## src/rtl/urpm_pkg.sv

```systemverilog
// ----------------------------------------------------------------------------
// urpm_pkg: shared types and constants of the response pattern matcher
// Holds the window geometry, register indexes, operation codes and the
// request, result and match records passed between the modules.
// ----------------------------------------------------------------------------
package urpm_pkg;

	localparam int WINDOW_BYTES = 8;
	localparam int MAX_EVENTS   = 5;
	localparam int NUM_PATTERNS = MAX_EVENTS + 1;
	localparam int RESP_IDX     = MAX_EVENTS;
	localparam int LEN_W        = 4;
	localparam int SLOT_W       = 3;
	localparam int CFG_W        = 64;
	localparam int CFG_IDX_W    = 3;
	localparam int PAT_W        = 8 * WINDOW_BYTES;

	typedef logic [7:0] byte_t;

	typedef enum logic [CFG_IDX_W-1:0] {
		REG_ACTIVE_EVENTS = 3'd0,
		REG_EVENT_A       = 3'd1,
		REG_EVENT_B       = 3'd2,
		REG_EVENT_C       = 3'd3,
		REG_EVENT_D       = 3'd4,
		REG_EVENT_E       = 3'd5,
		REG_RESPONSE      = 3'd6,
		REG_LENGTHS       = 3'd7
	} cfg_reg_t;

	localparam logic OP_RX_BYTE    = 1'b0;
	localparam logic OP_SEND_START = 1'b1;

	typedef struct packed {
		logic  op;
		byte_t rx_byte;
		logic  handler_done;
	} req_t;

	typedef struct packed {
		logic              to_handler;
		logic [SLOT_W-1:0] handler_slot;
		logic              event_hit;
		logic [SLOT_W-1:0] event_slot;
		logic              response_hit;
		logic              done_flag;
	} rsp_t;

	typedef struct packed {
		logic              event_hit;
		logic [SLOT_W-1:0] event_slot;
		logic              response_hit;
	} match_t;

	typedef logic [NUM_PATTERNS-1:0]              hit_vec_t;
	typedef logic [NUM_PATTERNS-1:0][7:0]         pat_bytes_t;
	typedef logic [WINDOW_BYTES-1:0][NUM_PATTERNS-1:0] hit_grid_t;

endpackage

```

## src/rtl/urpm_cell.sv

```systemverilog
// ----------------------------------------------------------------------------
// urpm_cell: one byte position of the receive window
// Holds one byte and its valid bit, takes the neighbor's byte on a shift, and
// compares the byte entering it with the same position of every pattern.
// ----------------------------------------------------------------------------
module urpm_cell
	import urpm_pkg::*;
(
	input  logic       clk,
	input  logic       arst_n,
	input  logic       shift_en,
	input  logic       clear,
	input  byte_t      byte_in,
	input  logic       valid_in,
	input  pat_bytes_t pat_bytes,
	output byte_t      byte_q,
	output logic       valid_q,
	output hit_vec_t   hit
);

	// The compare looks at the byte this cell holds after the shift.
	always_comb begin
		for (int p = 0; p < NUM_PATTERNS; p++) begin
			hit[p] = valid_in && (byte_in == pat_bytes[p]);
		end
	end

	always_ff @(posedge clk or negedge arst_n) begin
		if (!arst_n) begin
			valid_q <= 1'b0;
		end else if (shift_en) begin
			valid_q <= valid_in && !clear;
		end
	end

	always_ff @(posedge clk) begin
		if (shift_en) begin
			byte_q <= byte_in;
		end
	end

endmodule

```

## src/rtl/urpm_match.sv

```systemverilog
// ----------------------------------------------------------------------------
// urpm_match: suffix decision over the cell row
// Folds the per-cell hits with each pattern's length and picks the
// lowest-indexed event pattern in use, plus the response pattern.
// ----------------------------------------------------------------------------
module urpm_match
	import urpm_pkg::*;
(
	input  hit_grid_t                  cell_hit,
	input  logic [LEN_W*NUM_PATTERNS-1:0] lengths,
	input  logic [SLOT_W-1:0]          active_events,
	output match_t                     result
);

	localparam logic [LEN_W-1:0] WIN_LEN = LEN_W'(WINDOW_BYTES);

	hit_vec_t pat_ok;

	always_comb begin
		for (int p = 0; p < NUM_PATTERNS; p++) begin
			logic [LEN_W-1:0] len;
			len       = lengths[p*LEN_W +: LEN_W];
			pat_ok[p] = (len <= WIN_LEN);
			for (int i = 0; i < WINDOW_BYTES; i++) begin
				if (LEN_W'(i) < len && !cell_hit[i][p]) begin
					pat_ok[p] = 1'b0;
				end
			end
		end
	end

	always_comb begin
		result.event_hit    = 1'b0;
		result.event_slot   = '0;
		for (int p = MAX_EVENTS - 1; p >= 0; p--) begin
			if (SLOT_W'(p) < active_events && pat_ok[p]) begin
				result.event_hit  = 1'b1;
				result.event_slot = SLOT_W'(p);
			end
		end
		result.response_hit = (lengths[RESP_IDX*LEN_W +: LEN_W] != '0) && pat_ok[RESP_IDX];
	end

endmodule

```

## src/rtl/uart_response_pattern_matcher.sv

```systemverilog
// ----------------------------------------------------------------------------
// uart_response_pattern_matcher: UART event and response pattern matcher
// A row of byte cells holds the last received bytes and matches them against
// five event patterns and one expected-response pattern.
// ----------------------------------------------------------------------------
// Usage:
// Each request on req carries either a received byte (op 0) or a send-start
// marker (op 1) that clears the sticky done flag. Every request produces
// exactly one result on rsp, which says whether the byte went to the engaged
// handler, which event pattern matched, whether the response matched, and
// the done flag after this request.
// The result is registered: a request accepted at one edge has its result
// valid right after that edge. Throughput is one request per cycle while
// results are taken; the figure is set by the single cell row, which shifts
// and compares in the cycle of acceptance. The result sits in an output
// register, so a new request is taken whenever that register is empty or is
// being drained in the same cycle. When the receiver stalls, the result holds
// and req_ready drops only while the held result is not taken.
// Configuration writes on cfg_we/cfg_index/cfg_data take effect at once and
// must only be made while the block is idle; the block does not enforce it.
// Reset clears the registers, the window's valid bits, the handler state and
// the done flag; no clearing pass is needed.
// ----------------------------------------------------------------------------
module uart_response_pattern_matcher
	import urpm_pkg::*;
(
	input  logic                 clk,
	input  logic                 arst_n,
	input  logic                 req_valid,
	output logic                 req_ready,
	input  req_t                 req_data,
	output logic                 rsp_valid,
	input  logic                 rsp_ready,
	output rsp_t                 rsp_data,
	input  logic                 cfg_we,
	input  logic [CFG_IDX_W-1:0] cfg_index,
	input  logic [CFG_W-1:0]     cfg_data
);

	// Configuration registers. Events 0..4 and the response share one array
	// so that every cell can take its byte of every pattern by position.
	logic [SLOT_W-1:0]                    active_events_q;
	logic [NUM_PATTERNS-1:0][PAT_W-1:0]   pattern_q;
	logic [LEN_W*NUM_PATTERNS-1:0]        lengths_q;

	// Handler and flag state.
	logic              handler_engaged_q;
	logic [SLOT_W-1:0] engaged_slot_q;
	logic              response_done_q;

	// Output register.
	logic rsp_valid_q;
	rsp_t rsp_q;

	logic   accept;
	logic   shift_en;
	match_t match;

	// Cell row wiring: cell 0 takes the new byte, cell i the byte of cell i-1.
	byte_t     [WINDOW_BYTES-1:0] cell_byte;
	logic      [WINDOW_BYTES-1:0] cell_valid;
	byte_t     [WINDOW_BYTES-1:0] chain_byte;
	logic      [WINDOW_BYTES-1:0] chain_valid;
	hit_grid_t                    cell_hit;

	assign req_ready = !rsp_valid_q || rsp_ready;
	assign accept    = req_valid && req_ready;
	assign shift_en  = accept && (req_data.op == OP_RX_BYTE);
	assign rsp_valid = rsp_valid_q;
	assign rsp_data  = rsp_q;

	always_ff @(posedge clk or negedge arst_n) begin
		if (!arst_n) begin
			active_events_q <= '0;
			pattern_q       <= '0;
			lengths_q       <= '0;
		end else if (cfg_we) begin
			case (cfg_reg_t'(cfg_index))
				REG_ACTIVE_EVENTS: active_events_q <= cfg_data[SLOT_W-1:0];
				REG_EVENT_A:       pattern_q[0] <= cfg_data[PAT_W-1:0];
				REG_EVENT_B:       pattern_q[1] <= cfg_data[PAT_W-1:0];
				REG_EVENT_C:       pattern_q[2] <= cfg_data[PAT_W-1:0];
				REG_EVENT_D:       pattern_q[3] <= cfg_data[PAT_W-1:0];
				REG_EVENT_E:       pattern_q[4] <= cfg_data[PAT_W-1:0];
				REG_RESPONSE:      pattern_q[RESP_IDX] <= cfg_data[PAT_W-1:0];
				REG_LENGTHS:       lengths_q <= cfg_data[LEN_W*NUM_PATTERNS-1:0];
				default: begin
				end
			endcase
		end
	end

	always_comb begin
		chain_byte[0]  = req_data.rx_byte;
		chain_valid[0] = 1'b1;
		for (int i = 1; i < WINDOW_BYTES; i++) begin
			chain_byte[i]  = cell_byte[i-1];
			chain_valid[i] = cell_valid[i-1];
		end
	end

	for (genvar i = 0; i < WINDOW_BYTES; i++) begin : g_cell
		pat_bytes_t pat_bytes;

		always_comb begin
			for (int p = 0; p < NUM_PATTERNS; p++) begin
				pat_bytes[p] = pattern_q[p][8*i +: 8];
			end
		end

		urpm_cell u_cell (
			.clk       (clk),
			.arst_n    (arst_n),
			.shift_en  (shift_en),
			.clear     (match.response_hit),
			.byte_in   (chain_byte[i]),
			.valid_in  (chain_valid[i]),
			.pat_bytes (pat_bytes),
			.byte_q    (cell_byte[i]),
			.valid_q   (cell_valid[i]),
			.hit       (cell_hit[i])
		);
	end

	urpm_match u_match (
		.cell_hit      (cell_hit),
		.lengths       (lengths_q),
		.active_events (active_events_q),
		.result        (match)
	);

	// A byte first goes to the engaged handler, which may release on it; a
	// new event match then engages its own slot, and a response match sets
	// the sticky flag. A send-start only clears the flag.
	always_ff @(posedge clk or negedge arst_n) begin
		if (!arst_n) begin
			handler_engaged_q <= 1'b0;
			engaged_slot_q    <= '0;
			response_done_q   <= 1'b0;
			rsp_valid_q       <= 1'b0;
		end else begin
			if (rsp_ready) begin
				rsp_valid_q <= 1'b0;
			end
			if (accept) begin
				rsp_valid_q <= 1'b1;
				if (req_data.op == OP_SEND_START) begin
					response_done_q <= 1'b0;
				end else begin
					if (handler_engaged_q && req_data.handler_done) begin
						handler_engaged_q <= 1'b0;
					end
					if (match.event_hit) begin
						handler_engaged_q <= 1'b1;
						engaged_slot_q    <= match.event_slot;
					end
					if (match.response_hit) begin
						response_done_q <= 1'b1;
					end
				end
			end
		end
	end

	always_ff @(posedge clk) begin
		if (accept) begin
			if (req_data.op == OP_SEND_START) begin
				rsp_q.to_handler   <= 1'b0;
				rsp_q.handler_slot <= '0;
				rsp_q.event_hit    <= 1'b0;
				rsp_q.event_slot   <= '0;
				rsp_q.response_hit <= 1'b0;
				rsp_q.done_flag    <= 1'b0;
			end else begin
				rsp_q.to_handler   <= handler_engaged_q;
				rsp_q.handler_slot <= handler_engaged_q ? engaged_slot_q : '0;
				rsp_q.event_hit    <= match.event_hit;
				rsp_q.event_slot   <= match.event_slot;
				rsp_q.response_hit <= match.response_hit;
				rsp_q.done_flag    <= match.response_hit || response_done_q;
			end
		end
	end

endmodule

```

## config.mk

```make
export PLATFORM = sky130hd
export DESIGN_NAME = uart_response_pattern_matcher
export DESIGN_NICKNAME = d
export VERILOG_FILES = /design/src/rtl/urpm_pkg.sv /design/src/rtl/urpm_cell.sv /design/src/rtl/urpm_match.sv /design/src/rtl/uart_response_pattern_matcher.sv
export SDC_FILE = /design/constraint.sdc
export NUM_CORES = 1
export LEC_CHECK = 0
export CORE_MARGIN = 3
export CORE_UTILIZATION = 69
export DETAILED_ROUTE_END_ITERATION = 7
export DONT_BUFFER_PORTS = 1
export GPL_TIMING_DRIVEN = 0
export HOLD_SLACK_MARGIN = 0.05
export PLACE_DENSITY = 0.84
export SLEW_MARGIN = 20
export SYNTH_ARGS = -nofsm -noshare
export SYNTH_HDL_FRONTEND = slang
export SYNTH_HIERARCHICAL = 1
export SYNTH_SLANG_ARGS = --single-unit
```

## constraint.sdc

```tcl
create_clock -name clk -period 12.2 [get_ports clk]
set_input_delay 1.83 -clock clk [delete_from_list [all_inputs] [get_ports clk]]
set_output_delay 1.83 -clock clk [all_outputs]
set_load 0.01 [all_outputs]
```

==> flow_metrics.py <==
metrics = {
    "die": {
        "ioPinCount": 94,
        "start_util_pct": 70.4,
        "floorplan.core_area_um2": 33800,
        "die_width_um": 192,
        "rows": 67,
        "die_area_um2": 36700,
        "fp.dieH_um": 192,
    },
    "synth": {
        "synthesis.area_um2": 23800,
        "synthesis.area_per_instance_um2": 13.6,
        "synth.yosys.warnings": 6,
        "netlist_instances": 1747,
    },
    "pwr": {
        "fin_total_pwr_mw": 4.53,
        "p_per_area_nw_per_um2": 174,
        "sequentialPowerShare_pct": 48.9,
        "power_frac_comb_pct": 17.6,
        "cell_internal_pwr_mw": 3.36,
        "sw_frac_of_total_pct": 26.0,
        "power.clock.fraction_pct": 33.5,
        "cellLeakagePower_nw": 10.1,
        "vdd_drop_max_mv": 0.137,
        "p_sw_mw": 1.18,
    },
    "route": {
        "wl_um": 54000,
        "detail_route.drc_violations": 0,
        "detail_route.first_pass.iterations": 5,
        "number_of_vias_after_detailed_routing": 13733,
        "postRouteAntennaNets": 0,
        "wire_per_inst_um": 23.6,
        "drt_iter0_markers": 1052,
        "detail_route.vias_per_cell": 5.99,
    },
    "cts": {
        "insertion_delay_ns": 0.59,
        "numCtsBuffers": 49,
        "setup_fix_bufs_post_cts": 0,
        "htree_num_levels": 2,
        "clk_transition_reported_paths_ns": 0.06,
        "ctsResizeCount": 0,
        "cts-root-buf": "sky130_fd_sc_hd__clkbuf_16",
        "clock_sink_count": 490,
        "postCtsHoldBufs": 0,
        "cts_buffer_depth": 3,
        "clock_tree_from_tritoncts": "built",
    },
    "finish": {
        "syn2layout_area_growth_pct": 9.53,
        "finalNetCount": 1889,
        "non_filler_instance_count_after_layout": 2293,
        "fraction_of_final_layout_cells_sized_beyond_drive_strength_1_pct": 35.1,
    },
    "grt": {
        "antenna_found_initial": 0,
        "first_global_vias": 14728,
        "grt.total_usage_pct": 30.2,
        "grt_start_max_net_pins": 425,
        "gr-total-overflow": 0,
        "grt_first_pass_wirelength_um": 84000,
    },
    "place": {
        "globalplace.congestion": 0.843,
        "hpwl_um": 37300,
        "numPortBuffers": 0,
        "place_worst_setup_slack_ns": 7.67,
        "place_inst": 2204,
    },
    "timing": {
        "max_clock_freq_mhz": 249,
        "final_worst_path_period_share_pct": 32.9,
        "hold_viol": 0,
        "maxSlewViolCount": 0,
        "maxSlewHeadroom_pct": 23.7,
        "finalSetupViolCount": 0,
        "timing.clock.skew_ns": 0.0202,
        "grt_setup_unrepaired": "no",
        "fin_tns_setup_ns": 0,
        "setup_slack_ns": 8.19,
        "tightest_slew_ns": 1.14,
        "finalWorstPathRequiredPeriod_ns": 4.01,
    },
    "setup_path": {
        "worst_ep_required_time_ns": 12.66,
        "critical_path.endpoint_type": "register",
        "cp-start-kind": "input port",
        "reg2reg_setup_slack_ns": 8.63,
        "worst-endpoint-arrival_ns": 4.47,
        "timing.setup.critical_path_class": "in -> reg",
        "path_max_fanout": 6,
        "reg2reg_depth": 13,
    },
    "worst_hold_path": {
        "path_class_of_the_lowest_slack_min_delay_path": "reg -> reg",
        "worst_hold_path.num_cells": 0,
    },
    "status": {
        "status": "finished clean",
    },
    "run": {
        "max-cap-violations": 0,
    },
}
## power groups by stage
stage               sequential (mW)  combinational, mW  clock [mW]
floorplan                      2.18              0.672           0
global placement               2.22              0.751           0
detailed placement             2.25              0.785           0
CTS                            2.22              0.797        1.54
global route                   2.26              0.862        1.61
finish                         2.22              0.797        1.52
## metrics by stage
| stage | util (%) | hold WS, ns | area (um^2) |
|---|---|---|---|
| after CTS | 77.1 | 0.474 | 26000 |
| final | 77.1 | 0.476 | 26000 |
| after global routing | 77.1 | 0.492 | 26000 |
| after detailed placement | 72.3 | 0.460 | 24400 |
| after global placement | 72.1 | 0.458 | 24400 |
| after floorplan | - | 0.451 | 23800 |
## flip-flops by register name (all words and copies together) (netlist names)
| name | cells |
|---|---|
| lengths_q | 24 |
| active_events_q | 3 |
| engaged_slot_q | 3 |
| g_cell.u_cell/valid_q | 7 |
| g_cell.pat_bytes | 384 |
| rsp_data | 10 |
| g_cell.u_cell/byte_q | 56 |
| rsp_valid | 1 |
| handler_engaged_q | 1 |
| response_done_q | 1 |
## path summary, 6_finish.rpt
kind                                                      startpoint                              endpoint
worst min register to register  g_cell[3].u_cell/byte_q[2]$_DFFE_PP_  g_cell[4].u_cell/byte_q[2]$_DFFE_PP_
worst min-delay path            g_cell[3].u_cell/byte_q[2]$_DFFE_PP_  g_cell[4].u_cell/byte_q[2]$_DFFE_PP_
worst max-delay path                                     req_data[1]         engaged_slot_q[1]$_DFFE_PN0P_
max in group asynchronous                                     arst_n    g_cell[0].pat_bytes[7]$_DFFE_PN0P_
worst max register to register  g_cell[3].u_cell/byte_q[5]$_DFFE_PP_         engaged_slot_q[1]$_DFFE_PN0P_
min in group asynchronous                                     arst_n    g_cell[5].pat_bytes[3]$_DFFE_PN0P_
## placed cells by master, fill, tap and decap left out, types with 8 or more instances in the layout
| master | instances |
|---|---|
| sky130_fd_sc_hd__dfrtp_1 | 424 |
| sky130_fd_sc_hd__mux2_2 | 404 |
| sky130_fd_sc_hd__xnor2_1 | 384 |
| sky130_fd_sc_hd__buf_6 | 70 |
| sky130_fd_sc_hd__edfxtp_1 | 66 |
| sky130_fd_sc_hd__nand2_1 | 64 |
| sky130_fd_sc_hd__nand4_1 | 55 |
| sky130_fd_sc_hd__nand3_1 | 51 |
| sky130_fd_sc_hd__clkbuf_16 | 51 |
| sky130_fd_sc_hd__nor3_2 | 48 |
| sky130_fd_sc_hd__buf_2 | 27 |
| sky130_fd_sc_hd__inv_1 | 20 |
| sky130_fd_sc_hd__o21ai_0 | 19 |
| sky130_fd_sc_hd__buf_4 | 13 |
| sky130_fd_sc_hd__clkbuf_1 | 13 |
| sky130_fd_sc_hd__a21oi_1 | 12 |
| sky130_fd_sc_hd__mux2_1 | 11 |
| sky130_fd_sc_hd__nand2b_1 | 9 |
| sky130_fd_sc_hd__clkinv_2 | 8 |
## worst max-delay path: stages
cell	delay [ns]
sky130_fd_sc_hd__buf_6	0.12
sky130_fd_sc_hd__xnor2_1	0.26
sky130_fd_sc_hd__nand4_1	0.15
sky130_fd_sc_hd__nor3_2	0.22
sky130_fd_sc_hd__nand2_1	0.08
sky130_fd_sc_hd__or4_1	0.41
sky130_fd_sc_hd__a22o_1	0.28
sky130_fd_sc_hd__o32ai_2	0.19
sky130_fd_sc_hd__nor2_2	0.09
sky130_fd_sc_hd__nand2b_1	0.10
sky130_fd_sc_hd__nor2b_1	0.18
sky130_fd_sc_hd__nand3_1	0.21
sky130_fd_sc_hd__mux2_2	0.34
## metal layers
layer | share of wire, % | GRT usage [%]
met1 | 42 | 40.7
met2 | 49 | 49.5
met3 | 5.9 | 6.26
met4 | 2.9 | 9.71
met5 | 0 | 0
## cell type report
type                       count  area [um^2]
tap                          448          561
clock inverter                17          201
sequential                   490        12600
antenna                        2         5.00
timing repair buffer           3         55.1
buffer                       109         1010
multi-input combinational   1134        10100
inverter                      20         75.1
fill                        2040         7740
clock buffer                  70         1410
No activity file was read; power rests on OpenSTA's default activity.
